<file path="config.mk">
export PLATFORM = sky130hd
export DESIGN_NAME = segment_lcd_character_writer_core
export DESIGN_NICKNAME = d
export VERILOG_FILES = /design/src/hdl/seglcd_pkg.sv /design/src/hdl/seglcd_front.sv /design/src/hdl/seglcd_queue.sv /design/src/hdl/seglcd_back.sv /design/src/hdl/segment_lcd_character_writer_core.sv
export SDC_FILE = /design/constraint.sdc
export NUM_CORES = 1
export LEC_CHECK = 0
export BUFFER_PORTS_ARGS = -buffer_cell sky130_fd_sc_hd__buf_2
export CORE_ASPECT_RATIO = 1.2
export CORE_UTILIZATION = 55
export DETAILED_ROUTE_END_ITERATION = 7
export PLACE_DENSITY = 0.8
export SYNTH_ARGS = -nofsm -noshare
export SYNTH_HDL_FRONTEND = slang
export SYNTH_HIERARCHICAL = 1
export SYNTH_SLANG_ARGS = --single-unit
</file>
<file path="constraint.sdc">
create_clock -name clk_i -period 3.3 [get_ports clk_i]
set_input_delay 0.33 -clock clk_i [delete_from_list [all_inputs] [get_ports clk_i]]
set_output_delay 0.33 -clock clk_i [all_outputs]
set_load 0.05 [all_outputs]
</file>
<file path="src/hdl/seglcd_pkg.sv">
package seglcd_pkg;

  // Segment bits held per common line, and the fixed width of a reported row
  localparam int unsigned SegmentsPerCommon = 24;
  localparam int unsigned RowOutW           = 24;
  localparam int unsigned DigitCount        = 10;

  // Queue between front and back
  localparam int unsigned QueueDepth = 2;
  localparam int unsigned QCountW    = $clog2(QueueDepth + 1);

  // Glyph table spans the printable range
  localparam logic [6:0] GlyphBase  = 7'h20;
  localparam int unsigned GlyphCount = 95;
  localparam logic [5:0] SegFieldMask = 6'h3F;

  typedef enum logic [1:0] {
    CMD_WRITE_CHAR = 2'd0,
    CMD_SET_SEG    = 2'd1,
    CMD_CLR_SEG    = 2'd2,
    CMD_CLR_ALL    = 2'd3
  } cmd_e;

  // Extra segment lit after the glyph has been drawn
  typedef enum logic [1:0] {
    FIX_NONE     = 2'd0,
    FIX_SET_0_15 = 2'd1,
    FIX_SET_1_12 = 2'd2,
    FIX_SET_0_12 = 2'd3
  } fix_e;

  typedef struct packed {
    cmd_e       cmd;
    logic [7:0] glyph;
    logic [3:0] pos;
    logic       pos_ok;
    logic       pre_clr;
    fix_e       fix;
    logic [1:0] com;
    logic [4:0] seg;
  } job_t;

  typedef struct packed {
    logic               full;
    logic               empty;
    logic [QCountW-1:0] count;
  } queue_stat_t;

  typedef struct packed {
    logic idle;
    logic finish;
  } back_stat_t;

  localparam logic [7:0] GlyphTable [GlyphCount] = '{
    8'h00, 8'h60, 8'h22, 8'h63, 8'h00, 8'h00, 8'h44, 8'h20,
    8'h39, 8'h0F, 8'h00, 8'hC0, 8'h04, 8'h40, 8'h40, 8'h12,
    8'h3F, 8'h06, 8'h5B, 8'h4F, 8'h66, 8'h6D, 8'h7D, 8'h07,
    8'h7F, 8'h6F, 8'h00, 8'h00, 8'h58, 8'h48, 8'h4C, 8'h53,
    8'hFF, 8'h77, 8'h7F, 8'h39, 8'h3F, 8'h79, 8'h71, 8'h3D,
    8'h76, 8'h89, 8'h0E, 8'h75, 8'h38, 8'hB7, 8'h37, 8'h3F,
    8'h73, 8'h67, 8'hF7, 8'h6D, 8'h81, 8'h3E, 8'h3E, 8'hBE,
    8'h7E, 8'h6E, 8'h1B, 8'h39, 8'h24, 8'h0F, 8'h23, 8'h08,
    8'h02, 8'h5F, 8'h7C, 8'h58, 8'h5E, 8'h7B, 8'h71, 8'h6F,
    8'h74, 8'h10, 8'h42, 8'h75, 8'h30, 8'hB7, 8'h54, 8'h5C,
    8'h73, 8'h67, 8'h50, 8'h6D, 8'h78, 8'h62, 8'h1C, 8'hBE,
    8'h7E, 8'h6E, 8'h1B, 8'h39, 8'h30, 8'h0F, 8'h01
  };

  // One byte per glyph bit, lowest byte first: common in [7:6], segment in [5:0]
  localparam logic [63:0] SegMap [DigitCount] = '{
    64'h4e4f0e8e8f8d4d0d,
    64'h0c8c4c4c8b4b4b0b,
    64'hc049c00a49890949,
    64'hc048088886874707,
    64'hc053921252139352,
    64'hc054511415559594,
    64'hc057965616179716,
    64'hc041804000018a81,
    64'hc043420203048382,
    64'hc045440506468584
  };

  function automatic logic [7:0] glyph_lookup(input logic [6:0] ch);
    logic [6:0] idx;
    idx = ch - GlyphBase;
    if (ch >= GlyphBase && ch != 7'h7F) begin
      return GlyphTable[idx];
    end
    return 8'h00;
  endfunction

  function automatic logic [7:0] seg_map_byte(input logic [3:0] pos, input logic [2:0] step);
    logic [63:0] map;
    map = SegMap[pos];
    return map[{step, 3'b000} +: 8];
  endfunction

endpackage

</file>
<file path="src/hdl/seglcd_front.sv">
module seglcd_front (
  input  logic               s_axis_tvalid_i,
  output logic               s_axis_tready_o,
  input  logic [23:0]        s_axis_tdata_i,  // char_code, digit_position, common_line,
                                              // segment_line, zero pad
  input  logic [1:0]         s_axis_tuser_i,  // command
  input  seglcd_pkg::queue_stat_t q_stat_i,
  output logic               push_o,
  output seglcd_pkg::job_t   job_o
);

  // Position-specific character substitutions, applied in order
  function automatic logic [7:0] substitute(input logic [7:0] c, input logic [3:0] pos);
    logic [7:0] ch;
    ch = c;
    if (pos == 4'd4 || pos == 4'd6) begin
      if (ch == "7") ch = "&";
      else if (ch == "A") ch = "a";
      else if (ch == "o") ch = "O";
      else if (ch == "L") ch = "!";
      else if (ch == "M" || ch == "m" || ch == "N") ch = "n";
      else if (ch == "c") ch = "C";
      else if (ch == "J") ch = "j";
      else if (ch == "v" || ch == "V" || ch == "U" || ch == "W" || ch == "w") ch = "u";
    end else begin
      if (ch == "u") ch = "v";
      else if (ch == "j") ch = "J";
    end
    if (pos > 4'd1 && ch == "T") ch = "t";
    if (pos == 4'd1) begin
      if (ch == "o") ch = "O";
      if (ch == "i") ch = "l";
      if (ch == "n") ch = "N";
      if (ch == "r") ch = "R";
      if (ch == "d") ch = "D";
      if (ch == "v" || ch == "V" || ch == "u") ch = "U";
      if (ch == "b") ch = "B";
      if (ch == "c") ch = "C";
    end else begin
      if (ch == "R") ch = "r";
    end
    if (pos != 4'd0 && ch == "I") ch = "l";
    return ch;
  endfunction

  logic [3:0] pos;
  logic [7:0] ch;

  assign pos = s_axis_tdata_i[10:7];
  assign ch  = substitute({1'b0, s_axis_tdata_i[6:0]}, pos);

  assign s_axis_tready_o = !q_stat_i.full;
  assign push_o          = s_axis_tvalid_i && !q_stat_i.full;

  always_comb begin
    job_o.cmd     = seglcd_pkg::cmd_e'(s_axis_tuser_i);
    job_o.glyph   = seglcd_pkg::glyph_lookup(ch[6:0]);
    job_o.pos     = pos;
    job_o.pos_ok  = pos < 4'(seglcd_pkg::DigitCount);
    job_o.pre_clr = pos == 4'd0;
    job_o.com     = s_axis_tdata_i[12:11];
    job_o.seg     = s_axis_tdata_i[17:13];
    if (ch == "T" && pos == 4'd1) begin
      job_o.fix = seglcd_pkg::FIX_SET_1_12;
    end else if (pos == 4'd0 && (ch == "B" || ch == "D")) begin
      job_o.fix = seglcd_pkg::FIX_SET_0_15;
    end else if (pos == 4'd1 && (ch == "B" || ch == "D" || ch == "@")) begin
      job_o.fix = seglcd_pkg::FIX_SET_0_12;
    end else begin
      job_o.fix = seglcd_pkg::FIX_NONE;
    end
  end

endmodule

</file>
<file path="src/hdl/seglcd_queue.sv">
module seglcd_queue (
  input  logic                    clk_i,
  input  logic                    rst_ni,
  input  logic                    push_i,
  input  seglcd_pkg::job_t        job_i,
  input  logic                    pop_i,
  output seglcd_pkg::job_t        job_o,
  output seglcd_pkg::queue_stat_t stat_o
);

  localparam int unsigned PtrW = $clog2(seglcd_pkg::QueueDepth);

  seglcd_pkg::job_t entry_q [seglcd_pkg::QueueDepth];
  logic [PtrW-1:0]  wr_ptr_q, rd_ptr_q;
  logic [seglcd_pkg::QCountW-1:0] count_q;
  logic do_push, do_pop;

  assign stat_o.full  = count_q == seglcd_pkg::QCountW'(seglcd_pkg::QueueDepth);
  assign stat_o.empty = count_q == '0;
  assign stat_o.count = count_q;
  assign job_o        = entry_q[rd_ptr_q];

  assign do_push = push_i && !stat_o.full;
  assign do_pop  = pop_i && !stat_o.empty;

  always_ff @(posedge clk_i or negedge rst_ni) begin
    if (!rst_ni) begin
      wr_ptr_q <= '0;
      rd_ptr_q <= '0;
      count_q  <= '0;
    end else begin
      if (do_push) wr_ptr_q <= wr_ptr_q + PtrW'(1);
      if (do_pop)  rd_ptr_q <= rd_ptr_q + PtrW'(1);
      case ({do_push, do_pop})
        2'b10:   count_q <= count_q + seglcd_pkg::QCountW'(1);
        2'b01:   count_q <= count_q - seglcd_pkg::QCountW'(1);
        default: count_q <= count_q;
      endcase
    end
  end

  always_ff @(posedge clk_i) begin
    if (do_push) entry_q[wr_ptr_q] <= job_i;
  end

endmodule

</file>
<file path="src/hdl/seglcd_back.sv">
module seglcd_back #(
  parameter int unsigned SEGMENTS_PER_COMMON = seglcd_pkg::SegmentsPerCommon
) (
  input  logic                   clk_i,
  input  logic                   rst_ni,
  input  logic                   job_valid_i,
  input  seglcd_pkg::job_t       job_i,
  output logic                   pop_o,
  output logic                   m_axis_tvalid_o,
  input  logic                   m_axis_tready_i,
  output logic [3*seglcd_pkg::RowOutW-1:0] m_axis_tdata_o,  // row_zero, row_one, row_two
  output seglcd_pkg::back_stat_t stat_o
);

  localparam int unsigned SegIdxW = $clog2(SEGMENTS_PER_COMMON);
  localparam int unsigned RowW    = seglcd_pkg::RowOutW;

  typedef enum logic [1:0] {
    ST_IDLE,
    ST_WALK,
    ST_FIXUP,
    ST_FINISH
  } state_e;

  typedef logic [SEGMENTS_PER_COMMON-1:0] row_t;

  state_e             state_q;
  logic [2:0]         step_q;
  seglcd_pkg::job_t   job_q;
  row_t               mem_q [3];
  row_t               mem_d [3];
  logic [3*RowW-1:0]  out_q;
  logic               out_valid_q;

  logic       wr_en, wr_val, clr_all;
  logic [1:0] wr_com;
  logic [5:0] wr_seg;
  logic [7:0] entry;
  logic       out_free;

  assign entry    = seglcd_pkg::seg_map_byte(job_q.pos, step_q);
  assign out_free = !out_valid_q || m_axis_tready_i;
  assign pop_o    = state_q == ST_IDLE && job_valid_i;

  assign stat_o.idle   = state_q == ST_IDLE;
  assign stat_o.finish = state_q == ST_FINISH;

  assign m_axis_tvalid_o = out_valid_q;
  assign m_axis_tdata_o  = out_q;

  // One segment write per cycle, or a clear of every row at once
  always_comb begin
    wr_en   = 1'b0;
    wr_val  = 1'b0;
    wr_com  = 2'd0;
    wr_seg  = 6'd0;
    clr_all = 1'b0;
    case (state_q)
      ST_IDLE: begin
        if (job_valid_i) begin
          case (job_i.cmd)
            seglcd_pkg::CMD_WRITE_CHAR: begin
              wr_en  = job_i.pos_ok && job_i.pre_clr;
              wr_seg = 6'd15;
            end
            seglcd_pkg::CMD_SET_SEG: begin
              wr_en  = 1'b1;
              wr_val = 1'b1;
              wr_com = job_i.com;
              wr_seg = {1'b0, job_i.seg};
            end
            seglcd_pkg::CMD_CLR_SEG: begin
              wr_en  = 1'b1;
              wr_com = job_i.com;
              wr_seg = {1'b0, job_i.seg};
            end
            default: clr_all = 1'b1;
          endcase
        end
      end
      ST_WALK: begin
        wr_en  = 1'b1;
        wr_val = job_q.glyph[step_q];
        wr_com = entry[7:6];
        wr_seg = entry[5:0] & seglcd_pkg::SegFieldMask;
      end
      ST_FIXUP: begin
        wr_val = 1'b1;
        case (job_q.fix)
          seglcd_pkg::FIX_SET_0_15: begin
            wr_en  = 1'b1;
            wr_seg = 6'd15;
          end
          seglcd_pkg::FIX_SET_1_12: begin
            wr_en  = 1'b1;
            wr_com = 2'd1;
            wr_seg = 6'd12;
          end
          seglcd_pkg::FIX_SET_0_12: begin
            wr_en  = 1'b1;
            wr_seg = 6'd12;
          end
          default: wr_en = 1'b0;
        endcase
      end
      default: wr_en = 1'b0;
    endcase
  end

  // Apply the write or the clear of all rows; skip common 3 and segments beyond the row
  always_comb begin
    for (int r = 0; r < 3; r++) begin
      mem_d[r] = mem_q[r];
    end
    if (clr_all) begin
      for (int r = 0; r < 3; r++) begin
        mem_d[r] = '0;
      end
    end else if (wr_en && wr_com != 2'd3 &&
                 {1'b0, wr_seg} < 7'(SEGMENTS_PER_COMMON)) begin
      mem_d[wr_com][wr_seg[SegIdxW-1:0]] = wr_val;
    end
  end

  always_ff @(posedge clk_i or negedge rst_ni) begin
    if (!rst_ni) begin
      state_q     <= ST_IDLE;
      step_q      <= 3'd0;
      job_q       <= '0;
      out_q       <= '0;
      out_valid_q <= 1'b0;
      for (int r = 0; r < 3; r++) begin
        mem_q[r] <= '0;
      end
    end else begin
      for (int r = 0; r < 3; r++) begin
        mem_q[r] <= mem_d[r];
      end
      // Drop a taken beat; the finish step reloads the register itself
      if (state_q != ST_FINISH && out_valid_q && m_axis_tready_i) out_valid_q <= 1'b0;
      case (state_q)
        ST_IDLE: begin
          if (job_valid_i) begin
            job_q  <= job_i;
            step_q <= 3'd0;
            if (job_i.cmd == seglcd_pkg::CMD_WRITE_CHAR && job_i.pos_ok) begin
              state_q <= ST_WALK;
            end else begin
              state_q <= ST_FINISH;
            end
          end
        end
        ST_WALK: begin
          step_q <= step_q + 3'd1;
          if (step_q == 3'd7) state_q <= ST_FIXUP;
        end
        ST_FIXUP: state_q <= ST_FINISH;
        ST_FINISH: begin
          if (out_free) begin
            out_q       <= {mem_q[2][RowW-1:0], mem_q[1][RowW-1:0], mem_q[0][RowW-1:0]};
            out_valid_q <= 1'b1;
            state_q     <= ST_IDLE;
          end
        end
        default: state_q <= ST_IDLE;
      endcase
    end
  end

endmodule

</file>
<file path="src/hdl/segment_lcd_character_writer_core.sv">
// Channel   Dir  Beat fields (tdata from bit 0 up)                      Width
// s_axis    in   tuser: command; tdata: char_code, digit_position,      2 + 24
//                common_line, segment_line, zero pad
// m_axis    out  tdata: row_zero, row_one, row_two                      72
//
// A character write runs the back sequencer: idle takes the command, walk
// reads the position's segment map one byte a cycle, fixup sets the trailing
// extra segment, finish loads the result register once m_axis is free. Set,
// clear and clear-all go from idle to finish. Reset clears the display memory
// at once, with no sweep. The two-entry command queue keeps s_axis ready while
// the back end works or a result beat waits on m_axis; only a full queue drops tready.
module segment_lcd_character_writer_core #(
  parameter int unsigned SEGMENTS_PER_COMMON = seglcd_pkg::SegmentsPerCommon
) (
  input  logic        clk_i,
  input  logic        rst_ni,
  input  logic        s_axis_tvalid_i,
  output logic        s_axis_tready_o,
  input  logic [23:0] s_axis_tdata_i,   // char_code[6:0], digit_position[10:7],
                                        // common_line[12:11], segment_line[17:13], pad
  input  logic [1:0]  s_axis_tuser_i,   // command[1:0]
  output logic        m_axis_tvalid_o,
  input  logic        m_axis_tready_i,
  output logic [71:0] m_axis_tdata_o    // row_zero[23:0], row_one[47:24], row_two[71:48]
);

  seglcd_pkg::job_t        push_job, head_job;
  seglcd_pkg::queue_stat_t q_stat;
  seglcd_pkg::back_stat_t  back_stat;
  logic                    q_push, q_pop;

  // Front: classify the beat, substitute and look up the glyph
  seglcd_front u_front (
    .s_axis_tvalid_i (s_axis_tvalid_i),
    .s_axis_tready_o (s_axis_tready_o),
    .s_axis_tdata_i  (s_axis_tdata_i),
    .s_axis_tuser_i  (s_axis_tuser_i),
    .q_stat_i        (q_stat),
    .push_o          (q_push),
    .job_o           (push_job)
  );

  // Queue: decouple the front from the sequencer
  seglcd_queue u_queue (
    .clk_i  (clk_i),
    .rst_ni (rst_ni),
    .push_i (q_push),
    .job_i  (push_job),
    .pop_i  (q_pop),
    .job_o  (head_job),
    .stat_o (q_stat)
  );

  // Back: walk the segment map and hold the display memory
  seglcd_back #(
    .SEGMENTS_PER_COMMON (SEGMENTS_PER_COMMON)
  ) u_back (
    .clk_i           (clk_i),
    .rst_ni          (rst_ni),
    .job_valid_i     (!q_stat.empty),
    .job_i           (head_job),
    .pop_o           (q_pop),
    .m_axis_tvalid_o (m_axis_tvalid_o),
    .m_axis_tready_i (m_axis_tready_i),
    .m_axis_tdata_o  (m_axis_tdata_o),
    .stat_o          (back_stat)
  );

  // Take a queued command only when the sequencer is idle
  a_pop_when_idle : assert property (@(posedge clk_i) disable iff (!rst_ni)
    q_pop |-> back_stat.idle && !q_stat.empty)
    else $error("command taken while sequencer busy");

  // Hold occupancy within the queue depth
  a_queue_bound : assert property (@(posedge clk_i) disable iff (!rst_ni)
    q_stat.count <= seglcd_pkg::QCountW'(seglcd_pkg::QueueDepth))
    else $error("queue occupancy beyond depth");

  // A result beat appears only out of the finish step
  a_result_source : assert property (@(posedge clk_i) disable iff (!rst_ni)
    $rose(m_axis_tvalid_o) |-> $past(back_stat.finish))
    else $error("result beat without finish step");

endmodule

</file>
# --- Yosys cells after proc, flatten, opt, wreduce, memory -nomap -nowiden ---
# Memories as Yosys holds them, arrays and structs flattened.
# Cells that the tools add are included.
op_classes:
  add_sub_neg: 6
  order_cmp: 11
  n_eq_ne: 54
  shifts: 1
  muxes: 80
  bitwise_logic: 4
  n_reduce_logical: 49
ops:
  columns: ["op", "count"]
  rows:
  - ["2-to-1 mux 8 bit", 32]
  - ["2-to-1 mux 72 bit", 2]
  - ["equality test 8 x 7 -> 1 bit, second input constant", 17]
  - ["2-to-1 mux 64 bit", 2]
  - ["equality test 7 bit, second input constant", 15]
  - ["bitwise mux 72 bit", 1]
  - ["variable part select 64 x 7 -> 8 bit", 1]
  - ["demux 24 bit (select 2 bit)", 1]
  - ["2-to-1 mux 24 bit", 1]
  - ["logical AND 1 bit", 18]
  - ["2-to-1 mux 2 bit", 9]
  - ["one-hot mux 6 bit (3 select lines)", 1]
  - ["2-to-1 mux 1 bit", 16]
  - ["equality test 2 bit, second input constant", 7]
  - ["2-to-1 mux 7 bit", 2]
  - ["logical OR 1 bit", 12]
  - ["one-hot mux 5 bit (2 select lines)", 1]
  - ["equality test 2 x 1 -> 1 bit, second input constant", 4]
  - ["equality test 4 x 3 -> 1 bit, second input constant", 2]
  - [">= comparator 8 bit, second input constant", 1]
  - ["inverter 7 -> 8 bit", 1]
  - ["one-hot mux 2 bit (4 select lines)", 1]
  - ["one-hot mux 4 bit (2 select lines)", 1]
  - ["equality test 7 x 6 -> 1 bit, second input constant", 1]
  - ["41 further kinds", 56]
totals:
  reg_bits: 168
  ramBits: 50
  mem_bits_ro: 2048
  input_bits: 30
  mem_count: 3
mem_list:
  columns: ["name", "depth", "word_bits", "rd", "rd_clocked_by_memory_dff", "write_ports", "line_no", "source"]
  rows:
  - ["(name not given)", 128, 8, 1, 0, 0, "seglcd_pkg.sv:87", "return GlyphTable[idx];"]
  - ["(name not given)", 16, 64, 1, 0, 0, "seglcd_pkg.sv:94", "map = SegMap[pos];"]
  - ["u_queue.entry_q", 2, 25, 1, 0, 1, "seglcd_queue.sv:13", "seglcd_pkg::job_t entry_q [seglcd_pkg::QueueDepth];"]

# --- Logic depth before layout (Yosys ltp) ---
depth:
  word_depth: 53
  mapped_depth: 17
  depth_no_buf: 15

# --- By module ---
# The synthesis kept the hierarchy.
by_module_without_submodules:
  columns: ["module", "instances", "cells_each", "area_each_um2", "seq_area_each_um2"]
  rows:
  - ["seglcd_back", 1, 715, 8230.4, 4103.9]
  - ["seglcd_front", 1, 348, 2178.3, 0.0]
  - ["seglcd_queue", 1, 96, 2102.0, 1601.5]
  - ["segment_lcd_character_writer_core", 1, 1, 3.8, 0.0]

# --- Least setup slack after synthesis ---
# OpenSTA, ideal clock, no wires.
synth_timing:
  kind: "input -> register"
  startpoint: "in s_axis_tdata_i[5]"
  endpoint: "mem u_queue/entry_q[0][17] (netlist name) (data pin)"
  setup_ns: 0.157
  t_arrival_ns: 3.590
  path_slack_ns: -0.447
  stages: 16
  cell_sequence: "buf_4 or4b_4 or3_4 o21ai_4 nand2_1 o311ai_2 nand4_1 o21ai_1 inv_1 ha_1 buf_2 o21ai_0 a211oi_2 a21oi_1 or3_1 a21oi_1"
synth_rtl:
  columns: ["element", "line_no", "source"]
  rows:
  - ["start, declared", "segment_lcd_character_writer_core.sv:19", "input logic [23:0] s_axis_tdata_i,"]
  - ["end, declared", "seglcd_queue.sv:13", null]

==> flow_summary.toml <==
[timing]
finalSetupViolations = 0
hold_viol = 0
tightest_slew_ns = 0.704
setup_tns_ns = 0
rsz0062_at_grt = "no"
fin_crit_ns = 3.17
finalCritPeriodShare_pct = 96.0
skew_ns = 0.0105
drv_slew = 0
holdWs_ns = 0.0191
maxSlewHeadroom_pct = 53.1
layout_setup_ws_ns = 0.131
clock.fmax_ghz = 0.316

[yosys]
synthCells = 1160
synthTopCellsByArea = "dfrtp_1 34%, edfxtp_1 12%, mux2_2 8.0%"
yosys_register_bits = 218
synth_mux_area_share_pct = 17.4
synth_area_per_cell_um2 = 10.8
synthXorXnorAreaFrac_pct = 0.560
synthArstFlopShare_pct = 77.1
synth.net_count = 1215
yosys.area_share.adder_pct = 2.50
yosysMostFrequentCell = "nand2_1"
synth_area_mm2 = 0.0125
synth_flop_cell = "dfrtp_1"
ys_warn_count = 6
ys_types = 98
synth_edf_count = 50
yosysTopAreaCellShare_pct = 33.6
synth.largest_area_cell = "dfrtp_1"
synth_top_family_by_area = "multiplexers"
synth-compound-area-share_pct = 12.5
yosysSeqAreaShare_pct = 45.6
yosys-top-cells-count = "178 x nand2_1, 168 x dfrtp_1, 89 x mux2_2, 82 x mux2i_1, 50 x edfxtp_1"
synthSimpleGateAreaFrac_pct = 16.3

[run]
max_cap_viol_count = 0

[placed_design]
place_congestion = 0.980
dpl.hpwl_mm = 23.0
dp_cells = 1592
dp_worst_setup_slack_ns = -0.324
placed_area_mm2 = 0.0141
portBuffers = 97

[route]
dr.pass1.iters = 5
vias = 9947
avgViaCountPerCell = 6.09
drc_errors = 0
first_iter_violations = 696
postRouteAntennaNets = 0
routedWlPerCell_um = 19.9
routed_wl_mm = 32.5

[pwr]
leakage_nw = 7.10
total_power_mw = 12.4
p_switching_mw = 5.29
p_comb_share_pct = 49.6
peakVddDrop_uv = 522
p_sw_share_pct = 42.7
p_seq_share_pct = 31.0
clkPwrFrac_pct = 19.5
p_int_mw = 7.09
power_density_mw_per_mm2 = 832

[critical_path]
cp_slowest_cell = "dfrtp_1"
critPathKind = "flop to flop"
slowest_delay_ns = 0.48
rrSetupSlack_ns = 0.13
cp-end-kind = "flop"
crit_chain = "mux2_4 > inv_1 > ha_1 > a21oi_1 > o21ai_0 > a211oi_2 > nand3_1 > nor4_4 > nand2_1 > mux2i_1"
crit_arrival_ns = 3.54
critPathMaxFanout = 8
cp_data_required_time_ns = 3.67
cp-start-kind = "flop"

[global_routing]
grt_max_degree = 75
grt_pass1_wl_mm = 52.7
grt_pass1_vias = 10053
grt_overflow_total = 0
grt_util_all_layers_pct = 28.1
antenna_found_initial = 0

[clock_network]
cts.htree.levels = 1
clock_sinks = 218
clkLatencyLatePin_ns = 0.50
clock-root-buffer = "clkbuf_16"
cts_tree = "yes"
cts_buffers = 21
cts_buffer_depth = 3
clk_pin_slew_ns = 0.06

[layout]
fin_cells = 1634
fin_util_pct = 66.5
fill_cells = 1669
area_delta_synth_final_pct = 18.8
post-route-cell-area_mm2 = 0.0149
drive_gt1_share_pct = 33.9
nets = 1395

[die]
die_y_um = 167
initial_utilization_pct = 55.9
coreArea_mm2 = 0.0224
dieWidth_um = 140
pin_count = 104
rows = 60
fp.dieArea_mm2 = 0.0234

[worst_hold_path]
hold_path.class = "input port to flop"

[run_status]
status = "finished clean"
==> path summary, 6_finish.rpt <==
kind | from | end | cells past startpoint
worst max-delay path | u_queue/rd_ptr_q | u_back/mem_q[67] | 10
worst min-delay path | s_axis_tdata_i[16] | u_queue/entry_q[0][3] | 1
worst max register to register | u_queue/rd_ptr_q | u_back/mem_q[67] | 10
worst min register to register | u_back/mem_q[10] | u_back/m_axis_tdata_o[58] | 1
max in group asynchronous | rst_ni | u_back/state_q[1] | 3
min in group asynchronous | rst_ni | u_back/mem_q[5] | 2
==> state kept, by name (all words and copies together), names as in the netlist <==
| register | count |
|---|---|
| u_queue/entry_q | 50 |
| u_back/m_axis_tdata_o | 72 |
| u_back/mem_q | 72 |
| u_back/state_q | 2 |
| u_queue/wr_ptr_q | 1 |
| u_queue/count_q | 2 |
| u_queue/rd_ptr_q | 1 |
| u_back/job_q | 14 |
| u_back/step_q | 3 |
| u_back/m_axis_tvalid_o | 1 |
==> timing repair <==
item,in CTS,in global routing
setup endpoints to repair,8,66
setup buffers,1,2
hold endpoints to repair,72,0
pin swaps,1,1
hold buffers,1,0
gates resized for setup,0,3
==> power by group through the flow <==
stage	Combinational, mW	Sequential [mW]	Clock [mW]
floorplan	3.98	4.33	0
global placement	5.89	3.83	0
detailed placement	5.99	3.87	0
CTS	6.05	3.83	2.44
global route	6.53	3.89	2.54
finish	6.14	3.83	2.41
==> cell families (layout without fill, tap and decap cells) <==
| group | Yosys count | in the layout |
|---|---|---|
| simple gates | 390 | 390 |
| flops | 218 | 218 |
| mux | 194 | 194 |
| compound gates | 204 | 204 |
| xor+xnor | 8 | 8 |
| buf+inv | 121 | 315 |
| other cells | 0 | 1 |
| fa+ha+maj | 25 | 25 |
==> layout by cell type, fill, tap and decap left out, types with 8 or more instances in the layout <==
cell | Yosys | layout
nand3_1 | 41 | 39
ha_1 | 25 | 22
mux2i_1 | 82 | 82
o21ai_1 | 11 | 10
a31oi_1 | 8 | 8
mux2_4 | 19 | 19
nand2_1 | 178 | 175
buf_4 | 28 | 152
inv_1 | 22 | 19
o21ai_0 | 34 | 33
nor2_1 | 47 | 46
nand4_1 | 10 | 10
dfrtp_1 | 168 | 168
mux2_2 | 89 | 89
o211ai_1 | 11 | 11
nor3_1 | 17 | 16
nand3b_1 | 8 | 8
nand2b_1 | 13 | 13
and3_1 | 8 | 8
buf_2 | 16 | 96
a221oi_1 | 9 | 9
a21oi_1 | 41 | 40
clkbuf_16 | 0 | 21
edfxtp_1 | 50 | 50
o22ai_1 | 10 | 10
==> layer usage <==
layer  GRT usage [%]  up-vias  wire [µm]
li1                -     4572          -
met1            33.4     4926      12900
met2            51.0      352      16600
met3            2.83       97       1570
met4            12.9        0       1380
met5               0        -          0
==> final cells by class <==
| type | instances | area (µm²) | area share, % |
|---|---|---|---|
| antenna | 1 | 2.50 | 0.0168 |
| clock buffer | 31 | 603 | 4.05 |
| clock inverter | 6 | 87.6 | 0.589 |
| inverter | 22 | 87.6 | 0.589 |
| multi-input combinational | 821 | 6270 | 42.2 |
| sequential | 218 | 5710 | 38.4 |
| tap | 279 | 349 | 2.35 |
| timing repair buffer | 256 | 1760 | 11.9 |
==> critical path: cells and delay by family, from the launching register on <==
family / cells / cell delay (ns)
flops: 1 / 0.48
simple gates: 3 / 0.91
compound gates: 3 / 0.74
fa+ha+maj: 1 / 0.32
buf+inv: 1 / 0.09
mux: 2 / 0.49
Power figures use the tool's default switching activity.
